**src/design/hsl_pkg.sv**
```systemverilog
// ----------------------------------------------------------------------------
// hsl_pkg
// Shared constants and types for the HSL colorize pixel pipeline.
// ----------------------------------------------------------------------------
`default_nettype none

package hsl_pkg;

  // default channel width, unsigned Q0.C
  localparam int unsigned CHANNEL_BITS_DEF = 16;

  // Rec.709 luminance weights, Q0.16, summing to 65536
  localparam logic [15:0] W_RED   = 16'd13933;
  localparam logic [15:0] W_GREEN = 16'd46871;
  localparam logic [15:0] W_BLUE  = 16'd4732;

  // rounding offset for the >>16 of the weighted sum
  localparam logic [15:0] W_HALF  = 16'd32768;

  // saturation reset value before truncation to the channel width
  localparam logic [31:0] SAT_RESET = 32'd32768;

  // register stages from input word to output word
  localparam int unsigned PIPE_DEPTH = 11;

  // configuration register index
  localparam int unsigned CFG_IDX_BITS = 2;

  typedef enum logic [CFG_IDX_BITS-1:0] {
    CFG_HUE   = 2'd0,
    CFG_SAT   = 2'd1,
    CFG_LIGHT = 2'd2
  } hsl_cfg_idx_e;

  // hue sextant class for one output channel
  typedef enum logic [1:0] {
    SEG_RISE,  // m1 ramping up to m2
    SEG_HIGH,  // flat at m2
    SEG_FALL,  // m2 ramping down to m1
    SEG_LOW    // flat at m1
  } hsl_seg_e;

endpackage

`default_nettype wire

```
**src/design/hsl_luma.sv**
```systemverilog
// ----------------------------------------------------------------------------
// hsl_luma
// Two-stage Rec.709 luminance: weighted products, then rounded sum and clamp.
// ----------------------------------------------------------------------------
`default_nettype none

module hsl_luma #(
  parameter int unsigned CHANNEL_BITS = hsl_pkg::CHANNEL_BITS_DEF
) (
  input  wire logic                    clk_i,
  input  wire logic [1:0]              en_i,
  input  wire logic [CHANNEL_BITS-1:0] red_i,
  input  wire logic [CHANNEL_BITS-1:0] green_i,
  input  wire logic [CHANNEL_BITS-1:0] blue_i,
  output logic      [CHANNEL_BITS-1:0] lum_o
);

  localparam int unsigned C  = CHANNEL_BITS;
  localparam int unsigned PW = C + 16;
  localparam int unsigned SW = C + 18;
  localparam logic [C-1:0] ONE = '1;

  logic [PW-1:0] pr_q, pg_q, pb_q;
  logic [SW-1:0] sum;
  logic [C+1:0]  lum_full;
  logic [C-1:0]  lum_q;

  // stage 1: constant-weight products
  always_ff @(posedge clk_i) begin
    if (en_i[0]) begin
      pr_q <= PW'(red_i)   * PW'(hsl_pkg::W_RED);
      pg_q <= PW'(green_i) * PW'(hsl_pkg::W_GREEN);
      pb_q <= PW'(blue_i)  * PW'(hsl_pkg::W_BLUE);
    end
  end

  // stage 2: round half up, drop the Q0.16 weight scale, clamp
  always_comb begin
    sum      = SW'(pr_q) + SW'(pg_q) + SW'(pb_q) + SW'(hsl_pkg::W_HALF);
    lum_full = sum[SW-1:16];
  end

  always_ff @(posedge clk_i) begin
    if (en_i[1]) lum_q <= (lum_full > (C+2)'(ONE)) ? ONE : lum_full[C-1:0];
  end

  assign lum_o = lum_q;

endmodule

`default_nettype wire

```
**config.mk**
```make
export PLATFORM = sky130hd
export DESIGN_NAME = hsl_luma
export DESIGN_NICKNAME = d
export VERILOG_FILES = /design/src/design/hsl_pkg.sv /design/src/design/hsl_luma.sv
export SDC_FILE = /design/constraint.sdc
export NUM_CORES = 1
export LEC_CHECK = 0
export BUFFER_PORTS_ARGS = -buffer_cell sky130_fd_sc_hd__clkbuf_2
export CAP_MARGIN = 5
export CELL_PAD_IN_SITES_DETAIL_PLACEMENT = 0
export CELL_PAD_IN_SITES_GLOBAL_PLACEMENT = 1
export CORE_AREA = 2 2 204 206
export CTS_CLUSTER_DIAMETER = 50
export DETAILED_ROUTE_END_ITERATION = 8
export DIE_AREA = 0 0 206 208
export GPL_TIMING_DRIVEN = 0
export PLACE_DENSITY = 0.84
export SLEW_MARGIN = 20
export SYNTH_ARGS = -nofsm -noshare
export SYNTH_HDL_FRONTEND = slang
export SYNTH_SLANG_ARGS = --single-unit
```
**constraint.sdc**
```tcl
create_clock -name clk_i -period 5.1 [get_ports clk_i]
set_clock_uncertainty 0.2 [all_clocks]
set_input_delay 0.255 -clock clk_i [delete_from_list [all_inputs] [get_ports clk_i]]
set_output_delay 0.255 -clock clk_i [all_outputs]
set_load 0.05 [all_outputs]
```
After elaboration in Yosys (flattened, before gate mapping)
Cells that the tools add are included.
Storage, ports and cells
  register bits: 105
  latch bits: 0
  memory bits (writable): 0
  bits in read-only memories: 0
  input bits: 51
  output and inout bits: 16
  word-level logic and storage cells: 11
  memories kept: 0
Cells by class
  add/sub/neg operators: 3
  multiply operators: 3
  div/mod/pow operators: 0
  $lt $le $gt $ge: 1
  equality and inequality tests: 0
  shift-type cells: 0
  mux-type cells: 0
  bitwise logic cells: 0
  reduce and logical (&&, ||, !) cells: 0
Operators by type and width (count)
  adder 33 x 29 -> 34 bit: 1
  adder 34 x 16 -> 34 bit (second input constant): 1
  adder 30 x 32 -> 33 bit: 1
  multiplier 16 x 16 -> 32 bit (second input constant): 1
  multiplier 16 x 14 -> 30 bit (second input constant): 1
  multiplier 16 x 11 -> 27 bit (second input constant): 1
  > comparator 18 x 16 -> 1 bit (second input constant): 1

Logic depth before layout (Yosys ltp)
  word-level depth: 4
  depth in mapped cells: 21
  gate-level depth less buffers: 21

Worst setup path before layout
Ideal clock, no wire load.
  kind: input to register
  start point: in red_i[6]
  end point: reg pr_q[28] (data pin)
  library setup time: 0.266 ns
  data arrival time: 5.104 ns
  required time: 4.634 ns
  setup slack: -0.470 ns
  cell stages on the path: 20
  buffers on the path: 1
  cells stage by stage: ha_1 > clkbuf_1 > xor2_1 > ha_1 > a21o_1 > fa_1 > fa_1 > fa_1 > inv_1 > fa_1 > inv_1 > ha_1 > a21o_1 > a21oi_1 > o21bai_1 > a221o_1 > nand4_1 > a31oi_1 > nand4_1 > or3b_1
On the way
  cells in the longest elaborated chain, start to end: 1
RTL lines
  start, declared: line hsl_luma.sv:12  | input wire logic [CHANNEL_BITS-1:0] red_i,
  multiplier 16 x 14 -> 30 bit: line hsl_luma.sv:31  | pr_q <= PW'(red_i) * PW'(hsl_pkg::W_RED);
  end signal, assigned: line hsl_luma.sv:31
  end, declared: line hsl_luma.sv:23  | logic [PW-1:0] pr_q, pg_q, pb_q;
No other way between the ends.
A chain may end at the register's enable or synchronous reset.

Worst setup path after layout
  start point: in green_i[6]
  end point: reg pg_q[28] (data pin)
On the way
  cells in the longest elaborated chain, start to end: 1
RTL lines
  start, declared: line hsl_luma.sv:13  | input wire logic [CHANNEL_BITS-1:0] green_i,
  multiplier 16 x 16 -> 32 bit: line hsl_luma.sv:32  | pg_q <= PW'(green_i) * PW'(hsl_pkg::W_GREEN);
  end signal, assigned: line hsl_luma.sv:32
  end, declared: line hsl_luma.sv:23
No other way between the ends.

==> results.toml <==
[outcome]
run_status = "complete, but fails checks"
violations = "negative setup slack"

[placed_design]
io_buffer_count = 66
place_congestion = 0.892
hpwlAfterDp_mm = 33.0

[drt]
first_iter_violations = 511
detailroute.via_count = 12572
antenna_left = 0
per_cell_via_count_in_the_routed_design = 4.99
remaining_drc_errors = 0
dr.pass1.iters = 4
wl_per_cell_um = 15.6
finalWirelength_mm = 39.4

[job]
drv.max_cap_violation_count = 0

[sta]
report.final.hold_viol_count = 0
max_slew.worst_pin.slew_ps = 757
timing.final.max_slew_violations = 0
rsz0062_at_grt = "true"
layout_setup_ws_ps = -103
finalSetupViolations = 7
fmaxAchievable_mhz = 192
min_period_ps = 5200
slew_headroom_pct = 49.5
final.period_utilization_pct = 102

[die]
die_h_um = 208
dieArea_um2 = 42800
ioPinCount = 67
horiz_die_dim_um = 206
std_cell_rows = 74
core_um2 = 40600
initial_cell_density_of_the_core_pct = 46.7

[critical_path]
worst-endpoint-arrival_ps = 5090
worst_setup_path_end_kind = "register"
criticalPathCategory = "input pin to register"
crit_chain = "clkbuf_16, ha_4, fa_1, inv_1, fa_1, inv_2, fa_1, fa_1, inv_2, fa_1, inv_2, ha_4, a21o_1, a21oi_2, inv_1, a211oi_2, nor3b_2, o31ai_4, o21bai_1, a21oi_2, xnor2_2"
worst_path_most_repeated_cell = "fa_1"
r2r-start = "pb_q[4]$_DFFE_PP_"
critical_path.max_stage_delay_ps = 520
startpoint = "green_i[6]"
critical_path_cell_with_the_highest_stage_delay = "fa_1"
crit_path_start_kind = "input pin"
cp_data_required_time_ps = 4990
worst-path-buf-inv = 6
path_max_fanout = 6
critical_path.top_delay_family = "adder cells"

[yosys]
synthCells = 1848
synth_cell_type_count = 80
synth.avg_cell_area_um2 = 10.2
synth_area_um2 = 18900
yosysSeqAreaShare_pct = 16.6
synth.yosys.warnings = 0
postSynthNetCount = 2550
synth-async-reset-ratio_pct = 0
post_synth_edffs = 105
ys_ff_latch = 105
synth_top_flop_cell = "edfxtp_1"

[final_layout]
final_layout_size_suffix_gt1_share_pct = 17.5
postLayoutCoreUtil_pct = 55.0
antenna_fix_cells = 0
nNetsFinal = 2684
area_growth_pct = 17.8

[clock_network]
cts_root_buffer = "clkbuf_16"
number_of_buffers_added_by_the_clock_tree_synthesis_step = 9
clk_pin_slew_ps = 80
clockBufferDepth = 2
worstSkewPairLatency_ps = 360
cts_num_sinks = 105
cts.htree.levels = 3
cts_tree = "yes"

[grt]
grt_max_degree = 90
grt_use_total_pct = 19.1
grt-ovfl-total = 0
grt_pass1_wl_mm = 65.5
grt_antenna_before_repair = 0
grt_pass1_vias = 13090

[min_path]
min_from = "blue_i[0]"
hp-class = "input pin to register"
[cell usage after synthesis, types with 14 or more instances]
library cell | number | area share [%]
nor3_1 | 17 | 0.45
a21oi_1 | 74 | 2.0
nor2_1 | 55 | 1.1
inv_1 | 515 | 10
nand3_1 | 15 | 0.40
o21ai_0 | 29 | 0.77
nor2b_1 | 14 | 0.46
xor2_1 | 43 | 2.0
a21o_1 | 32 | 1.3
xnor2_1 | 58 | 2.7
ha_1 | 386 | 25
fa_1 | 265 | 28
edfxtp_1 | 105 | 17
nand2_1 | 59 | 1.2
[metal layers]
layer  track usage, %  up-vias  part of all wire (%)
li1                 -     6232                     -
met1             27.2     6140                    47
met2             31.5      159                    49
met3             1.94       41                   2.4
met4             4.36        0                   2.2
met5                0        -                     0
[cell usage in the layout, fill, tap and decap left out, types with 31 or more instances in the layout]
master,instances
xor2_1,34
a21oi_1,53
inv_2,31
clkbuf_2,36
nor2_1,51
ha_4,58
fa_1,259
ha_1,322
inv_1,484
nand2_1,56
edfxtp_1,105
a21o_1,32
buf_4,49
xnor2_1,51
[flip-flops by register name (all words and copies together), names as in the netlist]
| name | count |
|---|---|
| lum_o | 16 |
| pb_q | 27 |
| pg_q | 32 |
| pr_q | 30 |
[cells by family (layout without fill, tap and decap cells)]
logic type,after synthesis,in the layout,share of synthesized area (%)
adder cells (fa/ha/maj),651,651,53.5
AO/OA/AOI/OAI,239,239,8.58
buffers and inverters,520,659,10.3
XOR/XNOR,101,101,4.67
AND/OR/NAND/NOR,230,230,6.14
flip-flops,105,105,16.6
multiplexers,2,2,0.106
[repair_timing]
action	4_1_cts	5_1_grt
setup endpoints to repair	20	23
setup buffers	27	31
endpoints found under the hold margin	1	1
pin swaps	82	107
gates resized for setup	128	148
hold buffers	1	1
[path summary, 6_finish.rpt]
check                                 end  cells after the start  slack [ps]
hold reg to reg   lum_o[15]$_SDFFCE_PN1P_                      4         670
hold / removal          pb_q[2]$_DFFE_PP_                      1          30
setup / recovery       pg_q[28]$_DFFE_PP_                     21        -100
setup reg to reg   lum_o[5]$_SDFFCE_PN1P_                     15         830
[per-stage QoR]
stage	std cells	hold WS, ps	setup slack (ps)	area [µm²]	TNS [ps]
floorplan	1848	154	-77.4	19200	-77.4
global placement	2446	393	-937	20200	-15030
detailed placement	2446	410	-924	20200	-14700
CTS	2488	14.4	-205	21500	-908
global route	2519	40.3	-252	22300	-1780
finish	2519	35.0	-103	22300	-393
[cell type report]
cell class	instances	area, µm²
plain buffers	3	18.8
clock buffers	9	225
clock inverters	7	52.6
fillers	3533	18200
inverters	515	1930
multi-input cells	1223	15100
flip-flops and latches	105	3150
well taps	532	666
repair buffers	125	1120
Power is not shown: default switching activity piles up to over one toggle a cycle in this logic, so the estimate is an artifact.
