## config.mk

```make
export PLATFORM = sky130hd
export DESIGN_NAME = hsl_cfg
export DESIGN_NICKNAME = d
export VERILOG_FILES = /design/src/design/hsl_pkg.sv /design/src/design/hsl_cfg.sv
export SDC_FILE = /design/constraint.sdc
export NUM_CORES = 1
export LEC_CHECK = 0
export ABC_AREA = 1
export BUFFER_PORTS_ARGS = -buffer_cell sky130_fd_sc_hd__buf_2
export CORE_ASPECT_RATIO = 1.2
export CORE_MARGIN = 4
export CORE_UTILIZATION = 45
export DETAILED_ROUTE_END_ITERATION = 10
export PLACE_DENSITY = 0.68
export SLEW_MARGIN = 40
export SYNTH_ARGS = -nofsm -noshare
export SYNTH_HDL_FRONTEND = slang
export SYNTH_SLANG_ARGS = --single-unit
```

## constraint.sdc

```tcl
create_clock -name clk_i -period 2.8 [get_ports clk_i]
set_input_delay 0.56 -clock clk_i [delete_from_list [all_inputs] [get_ports clk_i]]
set_output_delay 0.56 -clock clk_i [all_outputs]
set_load 0.1 [all_outputs]
```

## src/design/hsl_pkg.sv

```systemverilog
// ----------------------------------------------------------------------------
// hsl_pkg
// Shared constants and types for the HSL colorize pixel pipeline.
// ----------------------------------------------------------------------------
`default_nettype none

package hsl_pkg;

  // default channel width, unsigned Q0.C
  localparam int unsigned CHANNEL_BITS_DEF = 16;

  // Rec.709 luminance weights, Q0.16, summing to 65536
  localparam logic [15:0] W_RED   = 16'd13933;
  localparam logic [15:0] W_GREEN = 16'd46871;
  localparam logic [15:0] W_BLUE  = 16'd4732;

  // rounding offset for the >>16 of the weighted sum
  localparam logic [15:0] W_HALF  = 16'd32768;

  // saturation reset value before truncation to the channel width
  localparam logic [31:0] SAT_RESET = 32'd32768;

  // register stages from input word to output word
  localparam int unsigned PIPE_DEPTH = 11;

  // configuration register index
  localparam int unsigned CFG_IDX_BITS = 2;

  typedef enum logic [CFG_IDX_BITS-1:0] {
    CFG_HUE   = 2'd0,
    CFG_SAT   = 2'd1,
    CFG_LIGHT = 2'd2
  } hsl_cfg_idx_e;

  // hue sextant class for one output channel
  typedef enum logic [1:0] {
    SEG_RISE,  // m1 ramping up to m2
    SEG_HIGH,  // flat at m2
    SEG_FALL,  // m2 ramping down to m1
    SEG_LOW    // flat at m1
  } hsl_seg_e;

endpackage

`default_nettype wire

```

## src/design/hsl_cfg.sv

```systemverilog
// ----------------------------------------------------------------------------
// hsl_cfg
// Configuration registers and the per-frame values derived from them:
// lightness gain and bias, and the hue sextant and ramp weight per channel.
// ----------------------------------------------------------------------------
`default_nettype none

module hsl_cfg #(
  parameter int unsigned CHANNEL_BITS = hsl_pkg::CHANNEL_BITS_DEF
) (
  input  wire logic                              clk_i,
  input  wire logic                              rst_ni,
  input  wire logic                              we_i,
  input  wire logic [hsl_pkg::CFG_IDX_BITS-1:0]  idx_i,
  input  wire logic [CHANNEL_BITS:0]             data_i,
  output logic      [CHANNEL_BITS-1:0]           sat_o,
  output logic                                   sat_zero_o,
  output logic      [CHANNEL_BITS-1:0]           gain_o,
  output logic      [CHANNEL_BITS-1:0]           bias_o,
  output hsl_pkg::hsl_seg_e                      seg_o [3],
  output logic      [CHANNEL_BITS:0]             w_o   [3]
);

  localparam int unsigned C = CHANNEL_BITS;
  localparam int unsigned HW = C + 4;
  localparam logic [C-1:0]  ONE     = '1;
  localparam logic [C-1:0]  SAT_RST = hsl_pkg::SAT_RESET[C-1:0];
  localparam logic [HW-1:0] TURN    = HW'(1) << C;
  localparam logic [HW-1:0] TURN_X3 = HW'(3) << C;
  localparam logic [HW-1:0] TURN_X6 = HW'(6) << C;

  logic [C-1:0] hue_q;
  logic [C-1:0] sat_q;
  logic [C:0]   light_q;

  // register writes, unknown index ignored
  always_ff @(posedge clk_i or negedge rst_ni) begin
    if (!rst_ni) begin
      hue_q   <= '0;
      sat_q   <= SAT_RST;
      light_q <= '0;
    end else if (we_i) begin
      case (idx_i)
        hsl_pkg::CFG_HUE:   hue_q   <= data_i[C-1:0];
        hsl_pkg::CFG_SAT:   sat_q   <= data_i[C-1:0];
        hsl_pkg::CFG_LIGHT: light_q <= data_i;
        default: ;
      endcase
    end
  end

  // lightness: magnitude clamped to one, gain = one - |L|, bias = L when positive
  logic [C:0]   mag;
  logic [C-1:0] gain_d;
  logic [C-1:0] bias_d;

  always_comb begin
    mag = light_q[C] ? (~light_q + (C+1)'(1)) : light_q;
    if (mag[C]) mag = {1'b0, ONE};
    gain_d = ONE - mag[C-1:0];
    bias_d = light_q[C] ? '0 : mag[C-1:0];
  end

  // hue times six, then offset by +1/3 turn (red) and +2/3 turn (blue)
  logic [HW-1:0]     h6;
  logic [HW-1:0]     hh    [3];
  hsl_pkg::hsl_seg_e seg_d [3];
  logic [C:0]        w_d   [3];
  logic [HW-1:0]     fall;

  always_comb begin
    fall = '0;
    h6 = (HW'(hue_q) << 2) + (HW'(hue_q) << 1);
    hh[0] = h6 + (TURN << 1);
    if (hh[0] >= TURN_X6) hh[0] = hh[0] - TURN_X6;
    hh[1] = h6;
    hh[2] = h6 + (TURN << 2);
    if (hh[2] >= TURN_X6) hh[2] = hh[2] - TURN_X6;
    for (int i = 0; i < 3; i++) begin
      fall = (TURN << 2) - hh[i];
      if (hh[i] < TURN) begin
        seg_d[i] = hsl_pkg::SEG_RISE;
        w_d[i]   = hh[i][C:0];
      end else if (hh[i] < TURN_X3) begin
        seg_d[i] = hsl_pkg::SEG_HIGH;
        w_d[i]   = '0;
      end else if (hh[i] < (TURN << 2)) begin
        seg_d[i] = hsl_pkg::SEG_FALL;
        w_d[i]   = fall[C:0];
      end else begin
        seg_d[i] = hsl_pkg::SEG_LOW;
        w_d[i]   = '0;
      end
    end
  end

  // derived values are registered, following the registers in the next cycle
  logic [C-1:0]      gain_q;
  logic [C-1:0]      bias_q;
  logic              sat_zero_q;
  hsl_pkg::hsl_seg_e seg_q [3];
  logic [C:0]        w_q   [3];

  always_ff @(posedge clk_i) begin
    gain_q     <= gain_d;
    bias_q     <= bias_d;
    sat_zero_q <= (sat_q == '0);
    for (int i = 0; i < 3; i++) begin
      seg_q[i] <= seg_d[i];
      w_q[i]   <= w_d[i];
    end
  end

  assign sat_o      = sat_q;
  assign sat_zero_o = sat_zero_q;
  assign gain_o     = gain_q;
  assign bias_o     = bias_q;
  assign seg_o      = seg_q;
  assign w_o        = w_q;

endmodule

`default_nettype wire

```

; Word level (Yosys, flattened, before mapping)
; Cells that the tools add are included.
[word_totals]
ff_bits = 139
input_bits = 22
elab_cells = 66
[classes]
n_addsub = 10
n_lt_le_gt_ge = 11
eq_ne = 2
muxes = 19
n_bitwise = 1
reduce_logical = 8
[op_table]
columns = op, count
row1 = 2-to-1 mux 17 bit, 10
row2 = "subtractor 1 x 17 -> 17 bit, first input constant", 3
row3 = "greater-or-equal comparator 20 x 19 -> 1 bit, second input constant", 2
row4 = "< comparator 20 x 17 -> 1 bit, second input constant", 2
row5 = "< comparator 20 x 18 -> 1 bit, second input constant", 2
row6 = "< comparator 20 x 19 -> 1 bit, second input constant", 2
row7 = 2-to-1 mux 20 bit, 2
row8 = "subtractor 20 x 19 -> 20 bit, second input constant", 2
row9 = "adder 19 x 18 -> 20 bit, second input constant", 1
row10 = "adder 19 x 19 -> 20 bit, second input constant", 1
row11 = adder 18 x 17 -> 19 bit, 1
row12 = "< comparator 19 x 17 -> 1 bit, second input constant", 1
row13 = "< comparator 19 x 18 -> 1 bit, second input constant", 1
row14 = "< comparator 19 bit, second input constant", 1
row15 = "adder 17 x 1 -> 17 bit, second input constant", 1
row16 = inverter 17 bit, 1
row17 = logical NOT 16 bit, 1
row18 = 2-to-1 mux 16 bit, 1
row19 = "subtractor 16 bit, first input constant", 1
row20 = 2-to-1 mux 1 bit, 6
row21 = AND reduction 2 bit, 3
row22 = OR reduction 2 bit, 3
row23 = "== test 2 x 1 -> 1 bit, second input constant", 1
row24 = "== test 2 bit, second input constant", 1
row25 = logical NOT 2 bit, 1

; Depth between registers and ports, before layout
[depth]
depth_word = 8
depth_mapped = 22
depth_no_buf = 22

; Worst setup path before layout
; No wires, ideal clock.
[synth_timing]
path_type = flip-flop to flip-flop
from = register hue_q[1]
to = register w_q (netlist bit w_o[6])
t_arrival_ns = 2.983
t_required_ns = 2.686
slack_ns = -0.297
stages_incl_launch_ff = 21
n_path_buf = 1
period_less_slack_ns = 3.097
path_cell_list = dfrtp_1 > ha_1 > fa_1 > nand3_1 > nand2_2 > nand2_1 > nand2_2 > nand2_1 > nand2_1 > inv_1 > ha_1 > inv_1 > nor2_4 > nand2_1 > nor2_1 > nand3_2 > nand2_2 > nand2_4 > buf_2 > nand4_1 > nand2_1
[synth_lines]
columns = item, line
row1 = "start, declared", hsl_cfg.sv:32  ; logic [C-1:0] hue_q;
row2 = "start signal, assigned", hsl_cfg.sv:44  ; hsl_pkg::CFG_HUE: hue_q <= data_i[C-1:0];
row3 = "end signal, assigned by index", hsl_cfg.sv:110  ; w_q[i] <= w_d[i];
row4 = "end, declared", hsl_cfg.sv:102  ; logic [C:0] w_q [3];

==> impl_metrics.json <==
{
  "status": "complete, but fails checks",
  "violations": "negative setup slack",
  "area_growth_pct": 35.5,
  "clock_path_buffers": 2,
  "core_area_um2": 14500,
  "grt_util_all_layers_pct": 21.2,
  "synth_edf_count": 0,
  "place_congestion": 0.856,
  "netlist_instances": 853,
  "cap_violations": 0,
  "postPlaceCellArea_um2": 8010,
  "overflow": 0,
  "cts_sinks": 136,
  "crit_type": "reg2reg",
  "dp_hpwl_um": 12900,
  "portBuffers": 124,
  "antenna_cells": 0,
  "cts_tree": "built",
  "worst_clock_skew_ns": 0.00847,
  "slowest_delay_ns": 0.42,
  "cp_num_cells": 19,
  "final_nets": 1097,
  "drtIter0Drc": 406,
  "cts-buffers-inserted": 17,
  "ff2ff_path_depth": 19,
  "ys_seq_area_share_pct": 44.5,
  "routed-via-count": 6280,
  "crit_buf_inv": 4,
  "grt_pass1_vias": 6050,
  "htree_levels": 4,
  "final_cells": 1264,
  "crit_path_start_kind": "flop",
  "die_area_um2": 16900,
  "rsz0062_at_grt": "yes",
  "viasPerCell": 4.97,
  "critPathArrivalTime_ns": 3.21,
  "io_pins": 128,
  "total_leakage_power_nw": 4.71,
  "drt_wl_total_um": 17700,
  "max_freq_mhz": 352,
  "die_h_um": 141,
  "drc": 0,
  "r2r_setup_slack_ns": -0.04,
  "grt_pass1_wl_um": 28800,
  "insertion_delay_ns": 0.42,
  "slew_violations": 0,
  "hold_violations": 0,
  "power.density_nw_per_um2": 1320,
  "worstPathCellList": "ha_1, inv_2, nor3_2, buf_4, a21oi_4, nand2_4, buf_12, xnor2_4, ha_2, inv_1, nor2_1, nand2_1, nor2_2, nand3_4, nand2_2, nand2_2, nand2_4, nand4_1, nand2_1",
  "fin_crit_sh_pct": 101,
  "yosys_most_used_dff": "dfxtp_1",
  "synth_area_per_cell_um2": 7.83,
  "grt_antenna_before_repair": 0,
  "cts_root_buf": "clkbuf_16",
  "setup_slack_ns": -0.0376,
  "die_x_um": 119,
  "clk_pin_slew_ns": 0.06,
  "drive_above_1_share_pct": 34.7,
  "path_max_fanout": 8,
  "ant_nets": 0,
  "critPathSlowestCell": "dfrtp_1",
  "setup_viol": 14,
  "fin_crit_ns": 2.84,
  "ys_ff_latch": 136,
  "hold_buffers": 0,
  "initial_core_util_pct": 46.1,
  "crit_family": "simple AND/OR/NAND/NOR gates",
  "firstDrtPassIters": 5,
  "relSlewSlack_pct": 63.6,
  "grt_max_degree": 35,
  "async_flop_share_pct": 36.0,
  "cp-end-kind": "flop",
  "layout_common_cells": "191 x nand2_1, 124 x buf_2, 116 x inv_1",
  "synth_cell_types": 42,
  "ys_warn_count": 0,
  "nFillCells": 1253,
  "place_inst": 1216,
  "finalInstanceArea_um2": 9050,
  "worstMarginPinSlew_ns": 0.544,
  "netlist_area_um2": 6680,
  "hp-class": "in2async",
  "final_core_util_pct": 62.5,
  "wl_per_cell_um": 14.0,
  "rows": 48,
  "ir_worst_vdd_uv": 605,
  "mostFrequentLayoutCell": "nand2_1",
  "required_ns": 3.17
}
[area by class of cell]
type | count | area (um2) | share of cell area [%]
multi-input cells | 560 | 3430 | 37.9
inverters | 128 | 489 | 5.41
repair buffers | 208 | 1300 | 14.3
well taps | 200 | 250 | 2.77
flip-flops and latches | 136 | 2980 | 32.9
clock inverters | 10 | 116 | 1.29
clock buffers | 22 | 484 | 5.35
[flip-flops by register name, summed over array words and instances, names as in the netlist]
signal	count
seg_o	6
light_q	17
bias_o	16
gain_o	16
sat_o	16
w_o	48
sat_zero_o	1
hue_q	16
[worst register-to-register path, stage by stage (launching register included)]
cell and delay [ns]:
dfrtp_1 0.42, ha_1 0.34, inv_2 0.09, nor3_2 0.05, buf_4 0.14, a21oi_4 0.17
nand2_4 0.10, buf_12 0.14, xnor2_4 0.14, ha_2 0.18, inv_1 0.04, nor2_1 0.08
nand2_1 0.07, nor2_2 0.15, nand3_4 0.13, nand2_2 0.12, nand2_2 0.10, nand2_4 0.14
nand4_1 0.12, nand2_1 0.09
[where the power goes]
part	internal (mW)	switching [mW]
Combinational	1.64	5.39
Sequential	2.46	0.227
Clock	1.41	0.823
[path summary, 6_finish.rpt]
path | end | startpoint
worst max register to register | w_o[49] | hue_q[13]
max in group asynchronous | sat_o[15] | rst_ni
worst min register to register | sat_o[15] | sat_o[15]
worst max-delay path | w_o[49] | hue_q[13]
min in group clk_i | light_q[16] | data_i[16]
worst min-delay path | light_q[9] | rst_ni
[kinds of logic after synthesis]
logic type,count (synthesis),share of synthesized area [%]
other,1,0.0562
and+or+nand+nor,414,30.7
DFF,136,44.5
xor gates and xnor gates,16,2.32
adders and majority gates,24,4.61
buffers and inverters,161,9.97
AOI/OAI and AO/OA,101,7.87
[synth_stat cells, types with 2 or more instances]
library cell,n,area (um2)
clkbuf_1,16,60.1
buf_1,2,7.51
nor2_2,7,43.8
nand2_2,19,119
a21oi_1,21,105
buf_2,7,35.0
nand2_1,204,766
inv_2,6,22.5
nor2_4,3,33.8
a21oi_2,2,17.5
nor2_1,50,188
nor4_1,4,25.0
nand2_4,5,56.3
o22ai_1,8,50.1
buf_4,3,22.5
dfxtp_1,87,1740
nand4_1,52,325
nand3_1,38,190
o21ai_0,69,345
nand3b_1,2,15.0
nand3_4,2,35.0
dfrtp_1,48,1200
ha_1,23,288
xnor2_1,3,26.3
buf_6,4,45.0
nand3_2,15,150
nor3_1,8,40.0
xor2_1,11,96.3
inv_1,121,454
[per-layer routing]
| metal | vias up | track usage (%) | routed length, um |
|---|---|---|---|
| met2 | 233 | 37.3 | 8970 |
| met1 | 2850 | 24.1 | 7100 |
| met4 | 0 | 10.4 | 680 |
| met3 | 53 | 5.06 | 938 |
| met5 | - | 0 | 0 |
| li1 | 3144 | - | - |
[stage by stage]
step                hold slack, ns  setup slack (ns)  power, mW  setup TNS (ns)
floorplan                    0.264          -0.00849       7.91        -0.00849
global placement             0.494           -0.0352       9.26          -0.438
detailed placement           0.502            -0.165       9.32           -2.71
CTS                          0.102           0.00866       11.7               0
global route                 0.131            -0.184       12.5           -5.19
finish                       0.110           -0.0376       11.9          -0.157
[what timing repair did]
action	4_1_cts	5_1_grt
setup endpoints to repair	42	46
resized for setup	20	50
setup buffers	2	12
gates cloned	2	0
pin swaps	4	23
No activity file was read; power rests on OpenSTA's default activity.
