<file path="config.mk">
export PLATFORM = sky130hd
export DESIGN_NAME = hsl_sext
export DESIGN_NICKNAME = d
export VERILOG_FILES = /design/src/design/hsl_pkg.sv /design/src/design/hsl_sext.sv
export SDC_FILE = /design/constraint.sdc
export NUM_CORES = 1
export LEC_CHECK = 0
export ABC_AREA = 1
export BUFFER_PORTS_ARGS = -buffer_cell sky130_fd_sc_hd__buf_2
export CAP_MARGIN = 20
export CORE_MARGIN = 3
export CORE_UTILIZATION = 57
export DETAILED_ROUTE_END_ITERATION = 8
export GPL_ROUTABILITY_DRIVEN = 0
export HOLD_SLACK_MARGIN = 0.12
export PLACE_DENSITY = 0.8
export SETUP_SLACK_MARGIN = 0.5
export SYNTH_ARGS = -nofsm -noshare
export SYNTH_HDL_FRONTEND = slang
export SYNTH_SLANG_ARGS = --single-unit
</file>
<file path="constraint.sdc">
create_clock -name clk_i -period 5.7 [get_ports clk_i]
set_clock_uncertainty 0.2 [all_clocks]
set_input_delay 0.57 -clock clk_i [delete_from_list [all_inputs] [get_ports clk_i]]
set_output_delay 0.57 -clock clk_i [all_outputs]
set_load 0.005 [all_outputs]
</file>
<file path="src/design/hsl_pkg.sv">
// ----------------------------------------------------------------------------
// hsl_pkg
// Shared constants and types for the HSL colorize pixel pipeline.
// ----------------------------------------------------------------------------
`default_nettype none

package hsl_pkg;

  // default channel width, unsigned Q0.C
  localparam int unsigned CHANNEL_BITS_DEF = 16;

  // Rec.709 luminance weights, Q0.16, summing to 65536
  localparam logic [15:0] W_RED   = 16'd13933;
  localparam logic [15:0] W_GREEN = 16'd46871;
  localparam logic [15:0] W_BLUE  = 16'd4732;

  // rounding offset for the >>16 of the weighted sum
  localparam logic [15:0] W_HALF  = 16'd32768;

  // saturation reset value before truncation to the channel width
  localparam logic [31:0] SAT_RESET = 32'd32768;

  // register stages from input word to output word
  localparam int unsigned PIPE_DEPTH = 11;

  // configuration register index
  localparam int unsigned CFG_IDX_BITS = 2;

  typedef enum logic [CFG_IDX_BITS-1:0] {
    CFG_HUE   = 2'd0,
    CFG_SAT   = 2'd1,
    CFG_LIGHT = 2'd2
  } hsl_cfg_idx_e;

  // hue sextant class for one output channel
  typedef enum logic [1:0] {
    SEG_RISE,  // m1 ramping up to m2
    SEG_HIGH,  // flat at m2
    SEG_FALL,  // m2 ramping down to m1
    SEG_LOW    // flat at m1
  } hsl_seg_e;

endpackage

`default_nettype wire

</file>
<file path="src/design/hsl_sext.sv">
// ----------------------------------------------------------------------------
// hsl_sext
// One output channel of the HSL-to-RGB step: ramp product, then sextant
// select between ramp, m1 and m2, with the gray bypass for zero saturation.
// ----------------------------------------------------------------------------
`default_nettype none

module hsl_sext #(
  parameter int unsigned CHANNEL_BITS = hsl_pkg::CHANNEL_BITS_DEF
) (
  input  wire logic                    clk_i,
  input  wire logic [1:0]              en_i,
  input  wire hsl_pkg::hsl_seg_e       seg_i,
  input  wire logic [CHANNEL_BITS:0]   w_i,
  input  wire logic [CHANNEL_BITS-1:0] d_i,
  input  wire logic [CHANNEL_BITS-1:0] m1_i,
  input  wire logic [CHANNEL_BITS-1:0] m2_i,
  input  wire logic [CHANNEL_BITS-1:0] lum_i,
  input  wire logic                    gray_i,
  output logic      [CHANNEL_BITS-1:0] out_o
);

  localparam int unsigned C  = CHANNEL_BITS;
  localparam int unsigned PW = 2 * C + 1;
  localparam int unsigned RW = PW + 1;
  localparam logic [C-1:0] ONE = '1;

  logic [PW-1:0] prod_q;
  logic [RW-1:0] rsum;
  logic [C+1:0]  ramp;
  logic [C-1:0]  out_d;
  logic [C-1:0]  out_q;

  // stage 1: (m2 - m1) times the position inside the sextant
  always_ff @(posedge clk_i) begin
    if (en_i[0]) prod_q <= PW'(d_i) * PW'(w_i);
  end

  // stage 2: m1 + rounded ramp, clamped, then sextant select
  always_comb begin
    rsum = RW'(prod_q) + (RW'(1) << (C - 1));
    ramp = (C+2)'(m1_i) + (C+2)'(rsum >> C);
    if (ramp > (C+2)'(ONE)) ramp = (C+2)'(ONE);
    case (seg_i)
      hsl_pkg::SEG_RISE,
      hsl_pkg::SEG_FALL: out_d = ramp[C-1:0];
      hsl_pkg::SEG_HIGH: out_d = m2_i;
      hsl_pkg::SEG_LOW:  out_d = m1_i;
      default:           out_d = m1_i;
    endcase
    if (gray_i) out_d = lum_i;
  end

  always_ff @(posedge clk_i) begin
    if (en_i[1]) out_q <= out_d;
  end

  assign out_o = out_q;

endmodule

`default_nettype wire

</file>
Yosys cells after proc, flatten, opt, wreduce, memory -nomap -nowiden
Cells that the tools add are included.
{"block": "totals", "ff_bits": 49, "elab_cells": 14, "output_inout_bits": 16}
{"block": "op_classes", "n_lt_le_gt_ge": 1, "n_mux": 3, "n_eq_ne": 3, "add_sub_neg": 2, "mul": 1, "reduce_logical": 2}
{"operator": "16-bit one-hot mux with 3 select lines", "count": 1}
{"operator": "33-bit by 16-bit adder with 34-bit output (second input constant)", "count": 1}
{"operator": "16-bit by 17-bit multiplier with 33-bit output", "count": 1}
{"operator": "16-bit two-way mux", "count": 2}
{"operator": "16-bit by 18-bit adder with 18-bit output", "count": 1}
{"operator": "18-bit by 16-bit > comparator with 1-bit output (second input constant)", "count": 1}
{"operator": "2-bit == test (second input constant)", "count": 2}
{"operator": "2-bit by 1-bit == test with 1-bit output (second input constant)", "count": 1}
{"operator": "2-bit logical NOT", "count": 1}
{"operator": "2-bit OR reduction", "count": 1}

Logic depth before layout (Yosys ltp)
Gate-level depths: netlist (run 1).
{"block": "depth", "word_depth": 6, "depth_mapped": 29, "mapped_depth_nobuf": 27}

Worst setup path before layout (run 1)
Ideal clock, no wire load.
{"block": "synth_path", "path_type": "input to register", "start": "input d_i[1]", "end": "register prod_q[28] (data pin)", "n_path_buf": 2, "arrival_ns": 5.555, "cell_stages": 19, "slack_ns": -0.307, "setup_time_ns": 0.252, "path_cell_list": "clkbuf_1 > clkbuf_1 > nand2_1 > fa_1 > fa_1 > inv_1 > fa_1 > fa_1 > fa_1 > inv_1 > fa_1 > inv_1 > ha_1 > a21o_1 > a21boi_0 > o21ai_0 > a221oi_1 > a21o_1 > nand2_1"}
{"block": "synth_via", "elab_chain_cells": 1}
{"item": "start, declared", "line": "hsl_sext.sv:15", "rtl": "input wire logic [CHANNEL_BITS-1:0] d_i,"}
{"item": "16-bit by 17-bit multiplier with 33-bit output", "line": "hsl_sext.sv:36", "rtl": "if (en_i[0]) prod_q <= PW'(d_i) * PW'(w_i);"}
{"item": "end signal, assigned", "line": "hsl_sext.sv:36"}
{"item": "end, declared", "line": "hsl_sext.sv:28", "rtl": "logic [PW-1:0] prod_q;"}
No other way between the ends.
A chain may end at the register's enable or synchronous reset.

Worst setup path after layout (run 1)
{"block": "layout_path", "start": "input d_i[7]", "end": "register prod_q[27] (data pin)"}
Same word-level chain as after synthesis.

==> results of run 1 <==
==> cells in the mapped netlist (11+ instances only) <==
cell type,count
o21ai_0,21
edfxtp_1,34
nand2_1,405
nand3_1,30
clkbuf_1,70
ha_1,119
nand2_2,13
fa_1,208
xor2_1,20
a221oi_1,19
a21oi_1,55
inv_1,454
xnor2_1,19
nand3_2,11
nor2_1,73
==> flip-flops by register name, summed over array words and instances, names as in the netlist <==
| signal | flops |
|---|---|
| prod_q | 18 |
| out_o | 16 |
==> cell type report <==
cell class / instances / area share (%)
tap: 275 / 2.179
multi-input combinational: 1076 / 64.98
inverter: 458 / 10.89
timing repair buffer: 243 / 14.59
clock buffer: 5 / 0.7925
sequential: 34 / 6.466
clock inverter: 3 / 0.1030
==> repair_timing <==
action / CTS / global route
setup endpoints to repair: 18 / 18
hold buffers: 0 / 0
pin swaps: 69 / 33
gates cloned: 8 / 5
resized for setup: 256 / 60
buffers inserted: 14 / 4
hold endpoints to repair: 0 / 0
==> critical path, delay by kind of cell <==
| family | cells | cell delay, ns |
|---|---|---|
| adder cells (fa/ha/maj) | 7 | 3.20 |
| buffers and inverters | 5 | 0.77 |
| AND/OR/NAND/NOR | 6 | 0.87 |
==> path summary, 6_finish.rpt <==
path / startpoint / to / slack, ns / cells past startpoint
max reg2reg: prod_q[19]$_DFFE_PP_ / out_o[4]$_DFFE_PP_ / 2.04 / 19
min: lum_i[14] / out_o[14]$_DFFE_PP_ / 0.40 / 3
min reg2reg: prod_q[16]$_DFFE_PP_ / out_o[0]$_DFFE_PP_ / 0.83 / 6
max: d_i[7] / prod_q[27]$_DFFE_PP_ / 0.11 / 18
==> through the flow <==
step | cells | setup slack [ns]
after global routing | 2094 | -0.04385
after global placement | 2055 | -0.2040
after floorplan | 1641 | 0.08883
after detailed placement | 2055 | -0.2744
after CTS | 2085 | 0.3277
final | 2094 | 0.1109
==> per-layer routing <==
| layer | up-vias | part of all wire [%] | GRT usage [%] |
|---|---|---|---|
| li1 | 5209 | - | - |
| met1 | 5646 | 35 | 37.88 |
| met2 | 848 | 48 | 53.99 |
| met3 | 265 | 9.9 | 4.247 |
| met4 | 0 | 7.2 | 13.20 |
| met5 | - | 0 | 0 |
==> kinds of logic (layout without fill, tap and decap cells) <==
logic type | Yosys count | in the layout | share of synthesized area [%]
simple gates | 570 | 570 | 19.63
buf+inv | 531 | 709 | 16.35
fa+ha+maj | 327 | 327 | 45.66
compound gates | 139 | 139 | 7.135
xor+xnor | 40 | 40 | 2.981
flops | 34 | 34 | 8.247
==> impl_results.md, run 1 <==
* FP Rows at 53
* Root Driver: clkbuf_16
* Arr. time, crit path at ~5.4 ns
* Vias/cell at 5.715
* Commonest cells after routing, fill and taps aside: 409 x inv_1, 355 x nand2_1, 186 x fa_1, 115 x buf_4, 101 x ha_1
* I/O pin cnt at 103
* Fmax at between 150 and 200 MHz
* Vias in the first global route at ~12,000
* CP Cell Sequence: bufbuf_16 > buf_4 > nand2_1 > fa_1 > inv_1 > fa_1 > fa_2 > fa_1 > fa_1 > ha_1 > ha_1 > buf_4 > nand4_1 > buf_4 > nor2_1 > nand4_1 > nand3_1 > nand2_1
* Post-layout util at ~75%
* Die area at about 24,000 um2
* CP Class: input pin to register
* Synthesis Warnings at 0
* Layout cell share with drive strength beyond 1 at between 20% and 30%
* Total wire length at 39.27 mm
* All-Layer GR Usage at slightly above 30%
* Largest net degree at the start of global routing at 19
* CP dominant cell by count: fa_1
* Mapped Cells at 1,641
* Worst Path Required at roughly 5.5 ns
* Synth Register Bits at 34
* Number of H-tree levels at 2
* Initial antenna violation count at 0
* Crit Path Max Fanout at 5
* Post-synth net total at about 2,100
* Worst Tran Pin Value at about 1.1 ns
* Dominant synthesized flop cell: edfxtp_1
* Core area at 21,150 um2
* Pre-antenna DRT Iters at 5
* Clk sinks at 34
* HP Class: input pin to register
* Max-cap viol count at 0
* Setup TNS at 0 ns
* CTS tree: yes
* Critical Path Max Stage Delay at between 0.5 and 0.6 ns
* Slowest-stage cell, CP: fa_2
* Die W at between 150 and 200 um
* RSZ-0062 raised after global routing: yes
* Top-area cell type share of the netlist area at around 34%
* Initial Util at 58.53%
* Synth Cell Area at about 12,000 um2
* Area grow syn2layout at 27.53%
* Multi-input logic area at roughly 10,000 um2
* Fill cells at ~1,300
* Final Max Slew Viols at 0
* Final period util at around 98%
* Finish-stage setup viols at 0
* Routed WL per cell at ~19 um
* Die height at approximately 150 um
* Critical Path End Type: register
* Inserted Clock Buffers at 5
* Synth area leaders: fa_1 34%, inv_1 14%, nand2_1 12%
* Ys async rst share at 0%
* Placed Area at around 14,000 um2
* Clock Tree Buf Depth at 2
* N_diodes at 0
* Count of flip-flops with a built-in enable after synthesis at 34
* Cell taking the most area after synthesis: fa_1
* Post-synthesis sequential area ratio at 8.247%
* Via count at 11,970
* Mapped Avg Cell Area at 7.545 um2
* First-pass GRT wire length at about 59 mm
* Drt drc at 0
* GRT overflow at 0
* Reg clk slew, reported paths at roughly 0.050 ns
* Final hold slack at roughly 0.40 ns
* Nets at about 2,200
* DR iter-0 viols at 1,068
* Final HPWL DP at between 20 and 30 mm
* IO Port Bufs at ~100
* Most common cell after layout, fill and taps aside: inv_1
* Startpoint class of the critical path: input pin
* Antenna-violating nets left at 0
* Worst rel slew slack at between 20% and 30%
* Final min period at roughly 5.6 ns
* Final Hold Fails at 0
* Unique masters post-synth at 42
* Skew-Pair Late Insertion Delay at about 0.28 ns
* FF/Latch Area at between 1000 and 1500 um2
* Status: finished, final reports clean
* Fin area at 15,790 um2
Power of run 1 is not shown: default switching activity piles up to over one toggle a cycle in this logic, so the estimate is an artifact.
==> run 2: changes to the inputs <==
--- a/config.mk
+++ b/config.mk
@@ -5,7 +5,6 @@
 export SDC_FILE = /design/constraint.sdc
 export NUM_CORES = 1
 export LEC_CHECK = 0
-export ABC_AREA = 1
 export BUFFER_PORTS_ARGS = -buffer_cell sky130_fd_sc_hd__buf_2
 export CAP_MARGIN = 20
 export CORE_MARGIN = 3
==> impl_results.md, run 2 <==
* RSZ-0062 raised after global routing: yes
* Post-synthesis sequential area ratio at a little under a tenth
* Reg2reg end: out_o[7]$_DFFE_PP_
* Top cells by count, synth: 279 x inv_1, 208 x fa_1, 157 x nand2_1, 132 x and2_1, 119 x ha_1
* FF-to-FF path depth at 14
* Routed WL per cell at between 15 and 20 um
* Commonest cells after routing, fill and taps aside: 262 x inv_1, 196 x fa_1, 149 x nand2_1, 118 x buf_4, 107 x and2_1
* Core area at between 15,000 and 20,000 um2
* Most common cell after layout, fill and taps aside: inv_1
* Final Hold Fails at 0
* Finish-stage setup viols at 12
* Post-synth net total at ~1,700
* Mapped Cells at 1,251
* Reg with most FFs: prod_q
* N_diodes at 0
* Vias in the first global route at between 10,000 and 15,000
* Synth Cell Area at around 11,000 um2
* GRT overflow at 0
* Fill cells at 1,303
* Arr. time, crit path at 5.74 ns
* Die W at roughly 150 um
* FF-to-FF Start: prod_q[15]$_DFFE_PP_
* Inserted Clock Buffers at 5
* Hold endpoint: out_o[14]$_DFFE_PP_
* HP Start: lum_i[14]
* Nets at between 1,500 and 2,000
* CTS tree: yes
* Cell taking the most area after synthesis: fa_1
* Max FFs per register at 18
* Fin worst setup slack at -0.2022 ns
* Crit Path Max Fanout at 9
* Pre-antenna DRT Iters at 9
* HP Class: input pin to register
* Final HPWL DP at 23.44 mm
* Synth area leaders: fa_1 37%, ha_1 13%, inv_1 9.3%
* Post-CTS Hold Fix Bufs at 0
* Synthesis Warnings at 0
* Final min period at about 5.9 ns
* Count of flip-flops with a built-in enable after synthesis at 34
* CP Class: input pin to register
* Hold Path Stages at 3
* Root Driver: clkbuf_16
* Antenna-violating nets left at 0
* Fin area at around 14,000 um2
* Clock Tree Buf Depth at 2
* Largest net degree at the start of global routing at 19
* Initial Util at between 50% and 60%
* Via count at between 9,000 and 10,000
* Final hold slack at approximately 0.48 ns
* Initial antenna violation count at 0
* Worst rel slew slack at between 40% and 50%
* Clk sinks at 34
* Die area at 21,510 um2
* Post-layout util at 73.38%
* Unique masters post-synth at 57
* R2r setup slk at ~1.4 ns
* First-pass GRT wire length at approximately 48 mm
* Synth Register Bits at 34
* Placed Area at around 13,000 um2
* Vias/cell at approximately 5.4
* Worst Path Required at roughly 5.5 ns
* Skew-Pair Late Insertion Delay at about 0.28 ns
* Final Max Slew Viols at 0
* Reg clk slew, reported paths at around 0.060 ns
* Failing checks: DRC, setup timing
* Startpoint class of the critical path: input pin
* Max-cap viol count at 0
* IO Port Bufs at 102
* Final period util at 103.5%
* DR iter-0 viols at 619
* Total wire length at about 28 mm
* Drt drc at 5
* Area grow syn2layout at 24.18%
* FP Rows at 50
* Pre-CTS WS at -0.7312 ns
* Number of H-tree levels at 2
* Dominant synthesized flop cell: edfxtp_1
* All-Layer GR Usage at 26.81%
* Ys async rst share at 0%
* Mapped Avg Cell Area at roughly 9 um2
* Top-area cell type share of the netlist area at roughly 37%
* Top-count cell post-synth: inv_1
* Status: finished with violations
* Layout cell share with drive strength beyond 1 at between 20% and 30%
* Worst Tran Pin Value at 0.7673 ns
* Die height at between 100 and 150 um
* Fmax at about 170 MHz
* I/O pin cnt at around 100
* Critical Path End Type: register
[run 2: changes by cell type after synthesis, moves of 16 or more]
cell	previous run	this run
nand2_1	405	157
inv_1	454	279
and2_1	0	132
nor2_1	73	26
a21oi_1	55	26
clkbuf_1	70	44
a221oi_1	19	1
mux2i_1	0	17
a222oi_1	0	16
[run 2: critical path: stages]
cell       delay [ns]
buf_6            0.12
and2_4           0.16
fa_1             0.53
inv_1            0.05
fa_2             0.53
fa_1             0.45
fa_1             0.52
inv_1            0.05
fa_1             0.49
inv_1            0.06
fa_1             0.48
inv_1            0.04
ha_2             0.18
or2_4            0.24
a211o_1          0.32
a2111oi_4        0.31
nor3_2           0.11
o31a_1           0.33
nor2_2           0.12
xnor2_1          0.07
[run 2: area by class of cell]
class                      instances  area [um2]  area share (%)
tap                              260       325.3           2.323
timing repair buffer             246        1957           13.98
clock buffer                       5       125.1          0.8936
multi-input combinational        893        9505           67.88
sequential                        34        1021           7.292
inverter                         279        1047           7.479
clock inverter                     3       21.27          0.1519
[run 2: cells by family (layout without fill, tap and decap cells)]
family / Yosys count / count (layout) / synth area share, %
AND/OR/NAND/NOR: 374 / 374 / 16.58
buffers and inverters: 324 / 533 / 10.82
XOR/XNOR: 48 / 48 / 3.728
AO/OA/AOI/OAI: 127 / 127 / 8.178
adder cells (fa/ha/maj): 327 / 327 / 50.13
multiplexers: 17 / 17 / 1.509
flip-flops: 34 / 34 / 9.055
[run 2: worst max path at each step]
stage | startpoint | slack (ns) | cells past startpoint | to
6_report | w_i[7] | -0.20 | 20 | prod_q[31]$_DFFE_PP_
3_3_place_gp | w_i[4] | -0.64 | 21 | prod_q[31]$_DFFE_PP_
5_1_grt | w_i[11] | -0.37 | 22 | prod_q[31]$_DFFE_PP_
3_5_place_dp | d_i[3] | -0.73 | 20 | prod_q[31]$_DFFE_PP_
4_1_cts | w_i[2] | -0.22 | 23 | prod_q[31]$_DFFE_PP_
2_1_floorplan | d_i[4] | -0.36 | 21 | prod_q[31]$_DFFE_PP_
[run 2: repair_timing]
item                                    in CTS  in global routing
endpoints found under the setup margin      18                 18
resized for setup                          122                 42
buffers inserted                            11                  5
pin swaps                                   63                 29
gates cloned                                 2                  1
[run 2: per-stage QoR]
stage / instances / TNS, ns
final: 1720 / -1.152
after global routing: 1720 / -3.320
after CTS: 1713 / -1.103
after detailed placement: 1692 / -8.444
after global placement: 1692 / -7.441
after floorplan: 1251 / -0.8475
[run 2: routing by layer]
metal	GRT usage (%)	wire (um)	vias to the layer above
li1	-	-	4321
met1	34.67	11200	4664
met2	48.31	15000	302
met3	3.135	1583	68
met4	6.256	654	0
met5	0	0	-
Power of run 2 is left out for the same reason.
==> run 3: changes to the inputs <==
--- a/config.mk
+++ b/config.mk
@@ -13,6 +13,7 @@
 export GPL_ROUTABILITY_DRIVEN = 0
 export HOLD_SLACK_MARGIN = 0.12
 export PLACE_DENSITY = 0.8
+export RECOVER_POWER = 25
 export SETUP_SLACK_MARGIN = 0.5
 export SYNTH_ARGS = -nofsm -noshare
 export SYNTH_HDL_FRONTEND = slang
==> impl_results.md, run 3 (synthesis results as in run 2) <==
* Fin area at about 14,000 um2
* Final HPWL DP at between 20 and 25 mm
* FF-to-FF Start: prod_q[15]$_DFFE_PP_
* Total wire length at roughly 28 mm
* Nets at 1,873
* Final hold slack at 0.4814 ns
* Clock Tree Buf Depth at 2
* Core area at about 19,000 um2
* Drt drc at 0
* Dpl cells at 1,692
* HP Class: input pin to register
* Number of H-tree levels at 2
* Final period util at 103.5%
* Via count at between 9,000 and 10,000
* Die area at about 22,000 um2
* Fmax at between 150 and 200 MHz
* Largest net degree at the start of global routing at 19
* Vias/cell at 5.438
* FP Rows at 50
* Max-cap viol count at 0
* Arr. time, crit path at about 5.7 ns
* Final Hold Fails at 0
* I/O pin cnt at approximately 100
* Failing checks: setup timing
* GRT overflow at 0
* Worst rel slew slack at a little under two fifths
* Inserted Clock Buffers at 5
* N_diodes at 0
* Antenna-violating nets left at 0
* Reg clk slew, reported paths at approximately 0.060 ns
* Initial antenna violation count at 0
* Startpoint class of the critical path: input pin
* Crit Path Max Fanout at 9
* Root Driver: clkbuf_16
* Initial Util at about 60%
* Layout cell share with drive strength beyond 1 at about a quarter
* Final min period at 5.902 ns
* DR iter-0 viols at approximately 620
* Clk sinks at 34
* Worst Path Required at roughly 5.5 ns
* Critical Path End Type: register
* Most common cell after layout, fill and taps aside: inv_1
* IO Port Bufs at a little over 100
* Vias in the first global route at 10,210
* All-Layer GR Usage at between 20 and 30%
* Pre-antenna DRT Iters at 9
* CTS tree: yes
* Fin worst setup slack at -0.2023 ns
* Commonest cells after routing, fill and taps aside: 262 x inv_1, 196 x fa_1, 149 x nand2_1, 118 x buf_4, 107 x and2_1
* Setup TNS at -1.150 ns
* Worst Tran Pin Value at approximately 0.93 ns
* Placed Area at ~13,000 um2
* HP Start: lum_i[14]
* Finish-stage setup viols at 12
* Final Non-Filler Cells at about 1,700
* Die height at between 100 and 150 um
* First-pass GRT wire length at between 40 and 50 mm
* Area grow syn2layout at 24.16%
* Routed WL per cell at 16.52 um
* Reg with most FFs: prod_q
* RSZ-0062 raised after global routing: yes
* Max FFs per register at 18
* Crit path launch: w_i[7]
* Status: finished with violations
* CP Class: input pin to register
* Final Max Slew Viols at 0
* Die W at 146.7 um
* Skew-Pair Late Insertion Delay at 0.28 ns
## run 3: per-layer routing
| layer | part of all wire [%] | wire [um] | up-vias | track usage (%) |
|---|---|---|---|---|
| li1 | - | - | 4322 | - |
| met1 | 39 | 11150 | 4654 | 34.67 |
| met2 | 53 | 15030 | 312 | 48.31 |
| met3 | 5.6 | 1594 | 66 | 3.135 |
| met4 | 2.3 | 643 | 0 | 6.256 |
| met5 | 0 | 0 | - | 0 |
## run 3: per-stage QoR
stage | utilization, % | setup WS (ns)
after floorplan | - | -0.3594
after global placement | 68.71 | -0.6380
after detailed placement | 68.71 | -0.7312
after CTS | 72.17 | -0.2189
after global routing | 73.37 | -0.3683
final | 73.37 | -0.2023
## run 3: final timing paths
kind                                to  slack [ns]  cells after the start
setup / recovery  prod_q[31]$_DFFE_PP_       -0.20                     20
hold / removal     out_o[14]$_DFFE_PP_        0.48                      3
hold reg to reg     out_o[1]$_DFFE_PP_        0.78                      4
setup reg to reg    out_o[7]$_DFFE_PP_        1.43                     14
## run 3: what timing repair did
| item | 4_1_cts | 5_1_grt |
|---|---|---|
| endpoints found under the setup margin | 18 | 18 |
| pin swaps | 63 | 29 |
| setup buffers | 11 | 5 |
| gates resized for setup | 122 | 42 |
| hold buffers | 0 | 0 |
| cloned | 2 | 1 |
## run 3: area by class of cell
class,count,area (um2)
repair buffers,246,1954
multi-input cells,893,9505
inverters,279,1047
fillers,1305,5081
flip-flops and latches,34,1021
well taps,260,325.3
clock inverters,3,21.27
clock buffers,5,125.1
## run 3: worst max-delay path: stages
cell       delay (ns)
buf_6            0.12
and2_4           0.16
fa_1             0.53
inv_1            0.05
fa_2             0.53
fa_1             0.45
fa_1             0.52
inv_1            0.05
fa_1             0.49
inv_1            0.06
fa_1             0.48
inv_1            0.04
ha_2             0.18
or2_4            0.24
a211o_1          0.32
a2111oi_4        0.31
nor3_2           0.11
o31a_1           0.33
nor2_2           0.12
xnor2_1          0.07
Power of run 3 is left out for the same reason.
